### config.mk
export PLATFORM = sky130hd
export DESIGN_NAME = mdf_ctrl
export DESIGN_NICKNAME = d
export VERILOG_FILES = /design/src/rtl/mdf_pkg.sv /design/src/rtl/mdf_ctrl.sv
export VERILOG_INCLUDE_DIRS = /design/src /design/src/rtl
export SDC_FILE = /design/constraint.sdc
export NUM_CORES = 1
export LEC_CHECK = 0
export ABC_AREA = 1
export BUFFER_PORTS_ARGS = -buffer_cell sky130_fd_sc_hd__buf_2
export CELL_PAD_IN_SITES_DETAIL_PLACEMENT = 1
export CELL_PAD_IN_SITES_GLOBAL_PLACEMENT = 1
export CORE_AREA = 2 2 39 41
export CTS_BUF_LIST = sky130_fd_sc_hd__clkbuf_16
export CTS_CLUSTER_DIAMETER = 150
export CTS_CLUSTER_SIZE = 16
export DETAILED_ROUTE_END_ITERATION = 8
export DIE_AREA = 0 0 41 43
export PLACE_DENSITY_LB_ADDON = 0.3
export SKIP_LAST_GASP = 1
export SYNTH_ARGS = -nofsm -noshare
export SYNTH_HDL_FRONTEND = slang
export SYNTH_SLANG_ARGS = --single-unit
### constraint.sdc
create_clock -name clk_i -period 1.2 [get_ports clk_i]
set_clock_uncertainty 0.1 [all_clocks]
set_input_delay 0.36 -clock clk_i [delete_from_list [all_inputs] [get_ports clk_i]]
set_output_delay 0.36 -clock clk_i [all_outputs]
set_load 0.005 [all_outputs]
### src/rtl/assert_macros.svh
// Assertion macros shared by the flanger RTL.
// No dependencies; included by the modules that carry assertions.
`ifndef ASSERT_MACROS_SVH
`define ASSERT_MACROS_SVH
`ifndef SYNTHESIS
`define ASSERT_PROP(lbl, prop, clk, rst_n) \
  lbl: assert property (@(posedge clk) disable iff (!rst_n) prop) \
    else $error("flanger assertion failed");
`define ASSERT_NEVER(lbl, expr, clk, rst_n) \
  lbl: assert property (@(posedge clk) disable iff (!rst_n) !(expr)) \
    else $error("flanger forbidden condition seen");
`else
`define ASSERT_PROP(lbl, prop, clk, rst_n)
`define ASSERT_NEVER(lbl, expr, clk, rst_n)
`endif
`endif

### src/rtl/mdf_pkg.sv
// Types, constants and the quarter-wave cosine ROM of the flanger.
// No dependencies; imported by every module of the block.
package mdf_pkg;

  localparam int COS_N       = 256;
  localparam int COS_IDX_W   = $clog2(COS_N) + 1;
  localparam int PHASE_POS_W = $clog2(COS_N) + 2;
  localparam int COS_W       = 15;

  localparam longint Q30_ONE = 64'sd1073741824;
  localparam longint PC_A    = 64'sd1324675879;
  localparam longint PC_B    = 64'sd272375560;
  localparam longint PC_C    = 64'sd22401992;
  localparam longint PC_D    = 64'sd987048;
  localparam longint PC_E    = 64'sd27060;

  localparam logic [9:0]  BASE_DELAY_RST  = 10'd441;
  localparam logic [9:0]  SWEEP_DEPTH_RST = 10'd441;
  localparam logic [31:0] PHASE_STEP_RST  = 32'd194783;
  localparam logic [15:0] MIX_GAIN_RST    = 16'd16384;

  typedef enum logic [1:0] {
    REG_BASE_DELAY,
    REG_SWEEP_DEPTH,
    REG_PHASE_STEP,
    REG_MIX_GAIN
  } reg_idx_e;

  typedef enum logic [2:0] {
    ST_IDLE,
    ST_MUL,
    ST_TAP,
    ST_GAIN,
    ST_DONE
  } state_e;

  typedef struct packed {
    logic [9:0]  base_delay;
    logic [9:0]  sweep_depth;
    logic [31:0] phase_step;
    logic [15:0] mix_gain;
  } cfg_t;

  typedef struct packed {
    logic accept;
    logic mul_en;
    logic tap_en;
    logic gain_en;
    logic out_load;
  } dp_cmd_t;

  typedef struct packed {
    logic out_free;
  } dp_sts_t;

  typedef logic [COS_N:0][COS_W-1:0] cos_tab_t;

  // Entry k is cos(k*pi/(2*COS_N)) in unsigned Q0.15 from an even polynomial in Q30.
  function automatic logic [COS_W-1:0] cos_entry(int k);
    longint t;
    longint u;
    longint h;
    longint v;
    t = (longint'(k) <<< 30) / COS_N;
    u = (t * t) / Q30_ONE;
    h = PC_E;
    h = PC_D - (u * h) / Q30_ONE;
    h = PC_C - (u * h) / Q30_ONE;
    h = PC_B - (u * h) / Q30_ONE;
    h = PC_A - (u * h) / Q30_ONE;
    v = Q30_ONE - (u * h) / Q30_ONE;
    if (v < 0) begin
      v = 0;
    end
    v = (v + 64'sd16384) / 64'sd32768;
    if (v > 64'sd32767) begin
      v = 64'sd32767;
    end
    return COS_W'(v);
  endfunction

  function automatic cos_tab_t build_cos_tab();
    cos_tab_t tab;
    for (int k = 0; k <= COS_N; k++) begin
      tab[k] = cos_entry(k);
    end
    return tab;
  endfunction

  localparam cos_tab_t COS_TAB = build_cos_tab();

endpackage

### src/rtl/mdf_ctrl.sv
// Flanger controller: steps one sample through the datapath phases.
// Depends on mdf_pkg and assert_macros.svh; drives mdf_dp.
`include "assert_macros.svh"
module mdf_ctrl (
  input  logic             clk_i,
  input  logic             rst_ni,
  input  logic             in_valid_i,
  output logic             in_stall_o,
  input  mdf_pkg::dp_sts_t sts_i,
  output mdf_pkg::dp_cmd_t cmd_o
);
  import mdf_pkg::*;

  state_e state_q, state_d;

  always_ff @(posedge clk_i or negedge rst_ni) begin
    if (!rst_ni) begin
      state_q <= ST_IDLE;
    end else begin
      state_q <= state_d;
    end
  end

  always_comb begin
    state_d    = state_q;
    cmd_o      = '0;
    in_stall_o = 1'b1;
    case (state_q)
      ST_IDLE: begin
        in_stall_o = 1'b0;
        if (in_valid_i) begin
          cmd_o.accept = 1'b1;
          state_d      = ST_MUL;
        end
      end
      ST_MUL: begin
        cmd_o.mul_en = 1'b1;
        state_d      = ST_TAP;
      end
      ST_TAP: begin
        cmd_o.tap_en = 1'b1;
        state_d      = ST_GAIN;
      end
      ST_GAIN: begin
        cmd_o.gain_en = 1'b1;
        state_d       = ST_DONE;
      end
      ST_DONE: begin
        // The result waits here only while the output register is still held.
        if (sts_i.out_free) begin
          cmd_o.out_load = 1'b1;
          state_d        = ST_IDLE;
        end
      end
      default: begin
        state_d = ST_IDLE;
      end
    endcase
  end

  `ASSERT_PROP(a_one_at_a_time, in_valid_i && !in_stall_o |=> in_stall_o, clk_i, rst_ni)
  `ASSERT_PROP(a_mul_follows, cmd_o.accept |=> cmd_o.mul_en, clk_i, rst_ni)

endmodule
==> metrics.cfg <==
[status]
outcome=finished, violations left
violations=negative setup slack

[critical_path]
rr_worst_depth=6
startpoint_type=register
critical-path-max-stage-delay_ns=0.45
crit_slowest_cell=dfrtp_2
worst-path-buf-inv=1
rr_startpoint=state_q[0]
cp.depth=4
worstPathCellList=nor2_4 -> nand2_1 -> nor2_1 -> buf_2
r2r_slack_ns=0.05
critPathCaptureType=primary output
rr_endpoint=state_q[0]
crit_fanout=6
critPathTopFamily=flip-flops
worstPathArrival_ns=1.04
crit_required_ns=0.74
critPathKind=reg -> out

[power]
internal-power_mw=0.989
p_clk_share_pct=36.3
power_density_nw_per_um2=3380
p_seq_share_pct=17.1
leakagePower_nw=0.244
p_comb_share_pct=46.6
ir_drop_mv=1.11
switching_share_pct=31.9
switchingPower_mw=0.463
total_power_mw=1.45

[synth]
synth.mux.area_fraction_pct=0
synth_ff_type=dfrtp_1
async_flop_share_pct=100
synth_top_family_by_area=simple AND/OR/NAND/NOR gates
ys_warn_count=0
synth-simple-area-share_pct=38.2
yosysSeqAreaShare_pct=41.7
synth-compound-area-share_pct=5.56
ys_seq_elements=3
synth_edf_count=0
ys_types=9
synth_top_cell_by_area=dfrtp_1
synth_xor_area_share_pct=0
synth_top_area_share_pct=41.7
synth_adder_area_share_pct=0
synthCells=26
synth.most_common_cell=inv_1
syn_nets=30
synthTopCellsByArea=dfrtp_1 42%, inv_1 15%, nor2_1 10%
synth.top_cells.by_count=7 x inv_1, 5 x nor2_1, 3 x dfrtp_1, 3 x nand2_1
syn-cell-area_sq_um=180
syn_area_per_cell_sq_um=6.93

[run]
max-cap-violations=0

[detailed_routing]
firstDrtPassIters=2
wl_per_cell_microns=10.0
via_count=255
drt_iter0_markers=2
route.detailed.drc=0
ant_nets=0
routed_wl_microns=672
vias_per_cell=3.81

[placed_design]
place_inst=55
dp_hpwl_microns=403
dpl_worst_slack_ns=-0.103
gp_congestion=0.624
portBuffers=9

[die]
coreArea_sq_um=1380
rows=14
initial_core_util_pct=13.0
die_area_sq_um=1760
die_height_microns=43
chipWidth_microns=41
pin_count=10

[sta]
final_hold_viol_count=0
period_needed_ns=1.50
setup_violations=6
drv_slew=0
fmax_ghz=0.667
relSlewSlack_pct=89.5
holdWs_ns=0.358
tightest_slew_ns=0.157
period_share_pct=125
setup_ws_ns=-0.299
rsz0062_at_grt=yes

[cts]
path_clk_slew_ns=0.03
ctsLongestPathBuffers=2
tritoncts_num_sinks=3
clkLatencyLatePin_ns=0.23
cts_buffers=3
htreeDepth=1
cts-root-buf=clkbuf_16
cts_tree=built

[grt]
grt_remaining_overflow=0
grt_pass1_wl_microns=1020
grt_pass1_vias=270
antenna_found_initial=0
grt_usage_pct=10.4
grt_max_degree=7

[finish]
drive_gt1_share_pct=64.7
regMostFlops=state_q
largest_reg_flops=3
largestRegisters=state_q (3)
final_core_util_pct=31.0
n_antenna_cell=0
nNetsFinal=56
syn_to_final_growth_pct=138
fin_cells=67

[min_path]
hold_path.class=in -> async

## routing by layer
layer | vias to the layer above | track usage (%) | wire (microns)
li1 | 125 | - | -
met4 | 0 | 10.0 | 23
met3 | 5 | 7.85 | 56
met2 | 10 | 15.9 | 367
met5 | - | 0 | 0
met1 | 115 | 7.12 | 224
## layout make-up
cell class                      instances  area, sq um
Fill cell                             177          955
Inverter                                7         26.3
Tap cell                               16         20.0
Clock buffer                            3         75.1
Clock inverter                          1         3.75
Multi-Input combinational cell         16         88.8
Sequential cell                         3         77.6
Timing Repair Buffer                   21          138
## worst reg2reg max path, cell delays in order (launching register included)
cell and delay (ns):
dfrtp_2 0.45, nor2_2 0.11, buf_4 0.11, buf_4 0.09
nand3_2 0.07, nand2_2 0.07, nor2_2 0.03
## stage by stage
| step | TNS [ns] | instance area, sq um |
|---|---|---|
| 2_1_floorplan | 0 | 180 |
| 3_3_place_gp | -0.212 | 275 |
| 3_5_place_dp | -0.245 | 275 |
| 4_1_cts | -1.56 | 400 |
| 5_1_grt | -1.90 | 429 |
| 6_report | -1.54 | 429 |
## power by group through the flow
stage                     Sequential (mW)  Combinational (mW)  Clock (mW)
final                               0.249               0.677       0.527
after global routing                0.257               0.754       0.550
after CTS                           0.234               0.595       0.544
after detailed placement            0.215               0.461           0
after global placement              0.216               0.452           0
after floorplan                     0.206               0.234           0
## layout by cell type (no fill, tap or decap), drive strengths merged
cell	instances
buf	20
inv	8
nor2	7
nand2	4
clkbuf	3
nand3	3
dfrtp	3
o21ai	2
dlygate4sd3	1
## repair_timing
| action | 4_1_cts | 5_1_grt |
|---|---|---|
| hold buffers | 1 | 0 |
| pin swaps | 1 | 0 |
| setup endpoints to repair | 6 | 7 |
| hold endpoints to repair | 3 | 0 |
| resized for setup | 5 | 2 |
| cloned | 0 | 0 |
| buffers inserted | 4 | 3 |
## cells by family (layout without fill, tap and decap cells)
family	count (synthesis)	count (layout)
and+or+nand+nor	14	14
buffers and inverters	7	32
AOI/OAI and AO/OA	2	2
DFF	3	3
## worst max path at each step
stage               slack, ns       start        to
floorplan               0.008  state_q[2]  cmd_o[4]
global placement        -0.09  state_q[0]  cmd_o[0]
detailed placement      -0.10  state_q[0]  cmd_o[0]
CTS                     -0.31  state_q[0]  cmd_o[4]
global route            -0.36  state_q[0]  cmd_o[4]
finish                  -0.30  state_q[0]  cmd_o[4]
No activity file was read; power rests on OpenSTA's default activity.
