## config.mk

```make
export PLATFORM = sky130hd
export DESIGN_NAME = mdf_cfg
export DESIGN_NICKNAME = d
export VERILOG_FILES = /design/src/rtl/assert_macros.svh /design/src/rtl/mdf_pkg.sv /design/src/rtl/mdf_cfg.sv
export SDC_FILE = /design/constraint.sdc
export NUM_CORES = 1
export LEC_CHECK = 0
export BUFFER_PORTS_ARGS = -buffer_cell sky130_fd_sc_hd__buf_2
export CORE_MARGIN = 4
export CORE_UTILIZATION = 51
export CTS_CLUSTER_SIZE = 8
export DETAILED_ROUTE_END_ITERATION = 16
export PLACE_DENSITY = 0.85
export SLEW_MARGIN = 20
export SYNTH_ARGS = -nofsm -noshare
export SYNTH_HDL_FRONTEND = slang
export SYNTH_SLANG_ARGS = --single-unit
```

## constraint.sdc

```tcl
create_clock -name clk_i -period 2.5 [get_ports clk_i]
set_input_delay 0 -clock clk_i [delete_from_list [all_inputs] [get_ports clk_i]]
set_output_delay 0 -clock clk_i [all_outputs]
set_load 0.02 [all_outputs]
```

## src/rtl/assert_macros.svh

```systemverilog
// Assertion macros shared by the flanger RTL.
// No dependencies; included by the modules that carry assertions.
`ifndef ASSERT_MACROS_SVH
`define ASSERT_MACROS_SVH
`ifndef SYNTHESIS
`define ASSERT_PROP(lbl, prop, clk, rst_n) \
  lbl: assert property (@(posedge clk) disable iff (!rst_n) prop) \
    else $error("flanger assertion failed");
`define ASSERT_NEVER(lbl, expr, clk, rst_n) \
  lbl: assert property (@(posedge clk) disable iff (!rst_n) !(expr)) \
    else $error("flanger forbidden condition seen");
`else
`define ASSERT_PROP(lbl, prop, clk, rst_n)
`define ASSERT_NEVER(lbl, expr, clk, rst_n)
`endif
`endif

```

## src/rtl/mdf_pkg.sv

```systemverilog
// Types, constants and the quarter-wave cosine ROM of the flanger.
// No dependencies; imported by every module of the block.
package mdf_pkg;

  localparam int COS_N       = 256;
  localparam int COS_IDX_W   = $clog2(COS_N) + 1;
  localparam int PHASE_POS_W = $clog2(COS_N) + 2;
  localparam int COS_W       = 15;

  localparam longint Q30_ONE = 64'sd1073741824;
  localparam longint PC_A    = 64'sd1324675879;
  localparam longint PC_B    = 64'sd272375560;
  localparam longint PC_C    = 64'sd22401992;
  localparam longint PC_D    = 64'sd987048;
  localparam longint PC_E    = 64'sd27060;

  localparam logic [9:0]  BASE_DELAY_RST  = 10'd441;
  localparam logic [9:0]  SWEEP_DEPTH_RST = 10'd441;
  localparam logic [31:0] PHASE_STEP_RST  = 32'd194783;
  localparam logic [15:0] MIX_GAIN_RST    = 16'd16384;

  typedef enum logic [1:0] {
    REG_BASE_DELAY,
    REG_SWEEP_DEPTH,
    REG_PHASE_STEP,
    REG_MIX_GAIN
  } reg_idx_e;

  typedef enum logic [2:0] {
    ST_IDLE,
    ST_MUL,
    ST_TAP,
    ST_GAIN,
    ST_DONE
  } state_e;

  typedef struct packed {
    logic [9:0]  base_delay;
    logic [9:0]  sweep_depth;
    logic [31:0] phase_step;
    logic [15:0] mix_gain;
  } cfg_t;

  typedef struct packed {
    logic accept;
    logic mul_en;
    logic tap_en;
    logic gain_en;
    logic out_load;
  } dp_cmd_t;

  typedef struct packed {
    logic out_free;
  } dp_sts_t;

  typedef logic [COS_N:0][COS_W-1:0] cos_tab_t;

  // Entry k is cos(k*pi/(2*COS_N)) in unsigned Q0.15 from an even polynomial in Q30.
  function automatic logic [COS_W-1:0] cos_entry(int k);
    longint t;
    longint u;
    longint h;
    longint v;
    t = (longint'(k) <<< 30) / COS_N;
    u = (t * t) / Q30_ONE;
    h = PC_E;
    h = PC_D - (u * h) / Q30_ONE;
    h = PC_C - (u * h) / Q30_ONE;
    h = PC_B - (u * h) / Q30_ONE;
    h = PC_A - (u * h) / Q30_ONE;
    v = Q30_ONE - (u * h) / Q30_ONE;
    if (v < 0) begin
      v = 0;
    end
    v = (v + 64'sd16384) / 64'sd32768;
    if (v > 64'sd32767) begin
      v = 64'sd32767;
    end
    return COS_W'(v);
  endfunction

  function automatic cos_tab_t build_cos_tab();
    cos_tab_t tab;
    for (int k = 0; k <= COS_N; k++) begin
      tab[k] = cos_entry(k);
    end
    return tab;
  endfunction

  localparam cos_tab_t COS_TAB = build_cos_tab();

endpackage

```

## src/rtl/mdf_cfg.sv

```systemverilog
// APB-style register file holding the four flanger settings.
// Depends on mdf_pkg for the register indexes, reset values and cfg_t.
module mdf_cfg (
  input  logic          clk_i,
  input  logic          rst_ni,
  input  logic          psel,
  input  logic          penable,
  input  logic          pwrite,
  input  logic [3:0]    paddr,
  input  logic [31:0]   pwdata,
  output logic [31:0]   prdata,
  output logic          pready,
  output mdf_pkg::cfg_t cfg_o
);
  import mdf_pkg::*;

  cfg_t     cfg_q;
  cfg_t     cfg_d;
  reg_idx_e reg_idx;
  logic     wr_en;

  assign reg_idx = reg_idx_e'(paddr[3:2]);
  assign wr_en   = psel && penable && pwrite;
  assign pready  = 1'b1;
  assign cfg_o   = cfg_q;

  always_comb begin
    cfg_d = cfg_q;
    if (wr_en) begin
      case (reg_idx)
        REG_BASE_DELAY:  cfg_d.base_delay  = pwdata[9:0];
        REG_SWEEP_DEPTH: cfg_d.sweep_depth = pwdata[9:0];
        REG_PHASE_STEP:  cfg_d.phase_step  = pwdata;
        REG_MIX_GAIN:    cfg_d.mix_gain    = pwdata[15:0];
        default:         cfg_d = cfg_q;
      endcase
    end
  end

  always_comb begin
    case (reg_idx)
      REG_BASE_DELAY:  prdata = {22'd0, cfg_q.base_delay};
      REG_SWEEP_DEPTH: prdata = {22'd0, cfg_q.sweep_depth};
      REG_PHASE_STEP:  prdata = cfg_q.phase_step;
      REG_MIX_GAIN:    prdata = {16'd0, cfg_q.mix_gain};
      default:         prdata = 32'd0;
    endcase
  end

  always_ff @(posedge clk_i or negedge rst_ni) begin
    if (!rst_ni) begin
      cfg_q.base_delay  <= BASE_DELAY_RST;
      cfg_q.sweep_depth <= SWEEP_DEPTH_RST;
      cfg_q.phase_step  <= PHASE_STEP_RST;
      cfg_q.mix_gain    <= MIX_GAIN_RST;
    end else begin
      cfg_q <= cfg_d;
    end
  end

endmodule

```

==> impl_metrics.py, run 1 <==
metrics = {
    "status": {
        "status": "finished clean",
    },
    "drt": {
        "detail_route.first_pass.iterations": 4,
        "drt_iter0_markers": 50,
        "vias": 2260,
        "routedWlPerCell_um": 17.6,
        "drt-total-wl_um": 7820,
        "drc": 0,
        "ant_nets": 0,
        "vias_per_cell": 5.08,
    },
    "worst_setup_path": {
        "cp.required_ns": 2.71,
        "cpPeakStageDelay_ns": 0.62,
        "crit_slowest_cell": "and2_4",
        "start_kind": "input pin",
        "crit_type": "input pin to flop",
        "critical_path.max_fanout": 32,
        "path_cells": "buf_2, nor2b_4, and2_4, mux2_2",
        "setup.worst_path.end_class": "flop",
        "cp.arrival_ns": 1.86,
    },
    "global_route": {
        "use_met2_pct": 35.5,
        "antenna_found_initial": 0,
        "grt_pass1_vias": 2463,
        "grt_util_all_layers_pct": 20.8,
        "gr-usage-met3_pct": 5.46,
        "overflow": 0,
        "grt.met1_usage_pct": 25.3,
        "grt_pass1_wl_um": 12300,
        "grt_max_degree": 37,
        "grt-busiest-layer": "met2",
    },
    "place": {
        "place.gp.congestion": 0.734,
        "place_hpwl_um": 5150,
        "numPortBuffers": 138,
    },
    "cells_and_area": {
        "area_delta_synth_final_pct": 35.9,
        "multi_input_area_sq_um": 1400,
        "drive_above_1_share_pct": 69.5,
        "fill_cells": 388,
        "largest_reg_flops": 68,
        "ff_latch_area_sq_um": 1730,
        "fin_nets": 406,
        "antenna-diode-count": 0,
    },
    "floorplan": {
        "coreArea_sq_um": 6060,
        "pin_count": 142,
        "start_util_pct": 54.0,
        "fp.dieW_um": 88.1,
        "rows": 28,
        "fp.dieH_um": 88.1,
        "die-area_sq_um": 7770,
    },
    "pwr": {
        "finalPower_w": 0.00384,
        "p_leak_nw": 2.22,
        "pwr_density_cell_nw_per_um2": 862,
        "vdd_ir_drop_max_uv": 564,
    },
    "timing": {
        "max_freq_mhz": 607,
        "finalHoldViolations": 0,
        "setup_tns_ns": 0,
        "setup_violations": 0,
        "period_share_pct": 65.9,
        "fin_skew_ns": 0,
        "maxSlewViolCount": 0,
        "slew_headroom_pct": 51.0,
        "worst_pin_slew_ns": 0.734,
        "whs_ns": 0.276,
        "rsz0062_at_grt": "no",
        "min_period_ns": 1.65,
    },
    "yosys": {
        "yosys-top-cells-count": "dfrtp_1, mux2_2, mux2_4, dfstp_2, and2_1",
        "synth_nets": 235,
        "synth_cells": 194,
        "synth_area_leaders": "dfrtp_1, dfstp_2, mux2_4",
        "synth_edf_count": 0,
        "synth_most_common_cell": "dfrtp_1",
        "yosys.cell_types.count": 22,
        "yosys_most_used_dff": "dfrtp_1",
        "syn_area_sq_um": 3280,
        "syn-mean-instance-area_sq_um": 16.9,
        "yosys.area.top_type": "dfrtp_1",
        "yosysWarnings": 0,
        "yosys_register_bits": 68,
        "yosysSeqAreaShare_pct": 52.9,
        "synth_top_area_share_pct": 32.1,
        "synthArstFlopShare_pct": 100,
    },
    "min_path": {
        "hp-class": "input pin to async pin",
    },
    "clocking": {
        "cts-root-buf": "clkbuf_8",
        "clk_path_buf_depth": 2,
        "cts_max_level": 3,
        "clkTransAtPathRegs_ns": 0.08,
        "clk_latency_ns": 0.32,
        "cts_setup_buffers": 0,
        "cts_tree": "built",
        "cts_made_buffers": 9,
        "cts.sinks": 68,
    },
    "run": {
        "maxCapViolCount": 0,
    },
}
## logic make-up (layout without fill, tap and decap cells)
family	Yosys count	in the layout	share of synthesized area [%]
buf+inv	12	188	4.35
flops	68	68	52.9
mux	84	84	36.2
other cells	1	1	0.114
simple gates	29	29	6.38
## per-stage QoR
stage          cell area, sq um  worst slack, ns  instances  utilization (%)
6_report                   4450            0.853        445             73.5
5_1_grt                    4450            0.730        445             73.5
2_1_floorplan              3280             1.42        194                -
3_5_place_dp               3940            0.511        396             65.0
3_3_place_gp               3940            0.537        396             65.0
4_1_cts                    4450            0.866        445             73.5
## layout by cell type, fill, tap and decap left out, drive strengths merged, types with 3 or more instances in the layout
| master | instances |
|---|---|
| dfstp | 26 |
| clkbuf | 11 |
| clkinv | 3 |
| buf | 139 |
| and2 | 17 |
| mux2 | 68 |
| nor2b | 7 |
| dlygate4sd3 | 33 |
| mux4 | 10 |
| mux2i | 6 |
| dfrtp | 42 |
## final cells by class
| type | instances | share of cell area (%) |
|---|---|---|
| flip-flops and latches | 68 | 39.0 |
| well taps | 75 | 2.11 |
| multi-input cells | 114 | 31.4 |
| repair buffers | 172 | 23.4 |
| clock buffers | 11 | 2.95 |
| clock inverters | 5 | 1.18 |
## worst max-delay path: cells and delay by family
kind | cells | cell delay (ns)
buffers and inverters | 1 | 0.40
and+or+nand+nor | 2 | 1.04
muxes | 1 | 0.40
## report_power, final
group / switching (W) / total, W / internal, W / leakage (nW)
clock network: 0.000393 / 0.000849 / 0.000456 / 0.0931
logic: 0.000737 / 0.00136 / 0.000625 / 1.34
registers: 0.000195 / 0.00163 / 0.00143 / 0.788
total: 0.00132 / 0.00384 / 0.00251 / 2.22
## per-layer routing
metal  wire (um)  vias up
li1            -     1034
met1        3090     1125
met2        4080       89
met3         515       12
met4         139        0
met5           0        -
## worst paths after layout
path,startpoint,end,cells after the start,slack [ns]
max in group asynchronous,rst_ni,cfg_o[29],3,1.50
worst min-delay path,rst_ni,cfg_o[4],2,0.28
worst min register to register,cfg_o[6],cfg_o[6],1,0.53
worst max-delay path,paddr[3],cfg_o[47],4,0.85
worst max register to register,cfg_o[45],cfg_o[45],1,1.69
min in group clk_i,penable,cfg_o[65],4,0.40
## what timing repair did
item | 4_1_cts | 5_1_grt
hold endpoints to repair | 89 | 0
hold buffers | 33 | 0
gates resized for setup | 0 | 0
No activity file was read; power rests on OpenSTA's default activity.
==> run 2, diff against run 1 <==
ABC_AREA = 1   (was unset)
CORE_UTILIZATION = 42   (was 51)
PLACE_DENSITY = 0.75   (was 0.85)
clock period = 1.4 ns   (was 2.5 ns; I/O delays follow)
==> impl_metrics.py, run 2 <==
metrics = {
    "timing": {
        "finalHoldViolations": 0,
        "fin_skew_ns": 0,
        "setup_tns_ns": 0,
        "rsz0062_at_grt": "no",
        "setup_violations": 0,
        "period_share_pct": 92.2,
        "min_period_ns": 1.29,
        "fin_ws_ns": 0.110,
        "maxSlewViolCount": 0,
        "max_freq_mhz": 775,
    },
    "yosys": {
        "synth_area_leaders": "dfrtp_1, nand2_1, dfstp_2",
        "yosys.area.top_type": "dfrtp_1",
        "synth_nets": 454,
        "synthArstFlopShare_pct": 100,
        "yosys.cell_types.count": 16,
        "yosys_register_bits": 68,
        "synth_most_common_cell": "nand2_1",
        "synth_cells": 413,
        "yosysSeqAreaShare_pct": 55.0,
        "syn_area_sq_um": 3150,
        "syn-mean-instance-area_sq_um": 7.63,
        "yosys-top-cells-count": "nand2_1, dfrtp_1, nand3_1, dfstp_2, inv_1",
        "synth_top_area_share_pct": 33.3,
        "yosys_most_used_dff": "dfrtp_1",
        "yosysWarnings": 0,
        "synth_edf_count": 0,
    },
    "floorplan": {
        "fp.dieH_um": 94.6,
        "pin_count": 142,
        "die-area_sq_um": 8960,
        "rows": 31,
        "coreArea_sq_um": 7290,
        "start_util_pct": 43.2,
        "fp.dieW_um": 94.6,
    },
    "pwr": {
        "vdd_ir_drop_max_uv": 676,
        "p_leak_nw": 2.57,
        "pwr_density_cell_nw_per_um2": 1420,
    },
    "worst_setup_path": {
        "r2r_cells": 2,
        "reg2reg_slack_ns": 0.65,
        "crit_type": "flop to output port",
        "path_cells": "nand3_1, nand4_1, buf_2",
        "crit_start": "cfg_o[22]",
        "r2r_end": "cfg_o[28]",
        "cpPeakStageDelay_ns": 0.56,
        "start_kind": "flop",
        "critical_path.max_fanout": 3,
        "crit_slowest_cell": "dfstp_2",
        "cp.required_ns": 1.40,
        "reg2reg_from": "cfg_o[28]",
        "setup.worst_path.end_class": "output port",
        "cp.arrival_ns": 1.29,
    },
    "drt": {
        "vias": 3290,
        "drt-total-wl_um": 9640,
        "routedWlPerCell_um": 13.9,
        "drt_iter0_markers": 149,
        "drc": 0,
        "vias_per_cell": 4.75,
        "detail_route.first_pass.iterations": 4,
        "ant_nets": 0,
    },
    "global_route": {
        "overflow": 0,
        "grt_util_all_layers_pct": 22.5,
        "grt_max_degree": 69,
        "grt_pass1_wl_um": 15500,
        "antenna_found_initial": 0,
        "grt_pass1_vias": 3152,
    },
    "place": {
        "place_hpwl_um": 6350,
        "dpl.cell_count": 643,
        "place.gp.congestion": 0.821,
        "numPortBuffers": 138,
        "place_ws_ns": 0.233,
    },
    "min_path": {
        "whs_path_depth": 6,
        "hp-class": "input pin to flop",
        "worstHoldStart": "paddr[2]",
        "min_to": "cfg_o[58]",
    },
    "clocking": {
        "cts_made_buffers": 9,
        "cts.sinks": 68,
        "clk_latency_ns": 0.34,
        "clk_path_buf_depth": 2,
        "cts_setup_buffers": 0,
        "cts_tree": "built",
        "clkTransAtPathRegs_ns": 0.08,
        "cts_max_level": 3,
        "cts-root-buf": "clkbuf_8",
    },
    "cells_and_area": {
        "area_delta_synth_final_pct": 42.2,
        "largest_reg_flops": 68,
        "final_core_util_pct": 61.5,
        "fin_nets": 629,
        "stdcell_count": 692,
        "layout_commonest_cell": "nand2_1",
        "drive_above_1_share_pct": 33.9,
        "fill_cells": 699,
        "antenna-diode-count": 0,
        "final_cell_mix": "nand2_1, buf_2, dfrtp_1, dlygate4sd3_1, nand3_1",
    },
    "run": {
        "maxCapViolCount": 0,
    },
    "status": {
        "status": "finished clean",
    },
}
[run 2: kinds of logic (layout without fill, tap and decap cells)]
kind of cell | Yosys count | count (layout) | synth area share, %
AND/OR/NAND/NOR | 304 | 304 | 39.1
buffers and inverters | 40 | 220 | 5.79
other | 1 | 1 | 0.119
flip-flops | 68 | 68 | 55.0
[run 2: how the worst max path moves through the flow]
stage,endpoint,slack (ns),cells after the start
final,prdata[6],0.11,3
after global routing,prdata[6],0.07,3
after CTS,prdata[6],0.11,3
after detailed placement,cfg_o[0],0.23,6
after global placement,cfg_o[11],0.27,6
after floorplan,prdata[17],0.48,2
[run 2: repair_timing]
action | CTS | global route
endpoints found under the setup margin | 0 | 0
hold buffers | 33 | 0
endpoints found under the hold margin | 136 | 0
resized for setup | 0 | 0
[run 2: report_power, final]
group          internal, W  leakage [nW]  switching [W]
combinational     0.000688          1.66        0.00130
sequential         0.00248         0.805       0.000327
clock             0.000815         0.103       0.000753
[run 2: critical path, delay by kind of cell, from the launching register on]
kind          cells  cell delay, ns
buf+inv           1            0.18
simple gates      2            0.21
flops             1            0.56
[run 2: per-stage QoR]
stage / cell area (sq um) / power (W) / hold slack, ns
after CTS: 4480 / 0.00640 / 0.0729
final: 4480 / 0.00637 / 0.0816
after floorplan: 3150 / 0.00396 / -0.296
after global placement: 3960 / 0.00470 / 0.0444
after detailed placement: 3960 / 0.00476 / 0.0479
after global routing: 4480 / 0.00676 / 0.0689
[run 2: area by class of cell]
class,count,area (sq um),area share [%]
Sequential cell,68,1730,38.7
Multi-Input combinational cell,305,1240,27.6
Timing Repair Buffer,182,1120,24.9
Clock buffer,9,124,2.76
Tap cell,99,124,2.76
Inverter,22,82.6,1.84
Clock inverter,7,67.6,1.51
[run 2: routing by layer]
metal,vias to the layer above,global-route usage (%),part of all wire (%)
li1,1612,-,-
met1,1517,27.8,40
met2,145,38.1,49
met3,16,6.61,9.0
met4,0,6.73,1.7
met5,-,0,0
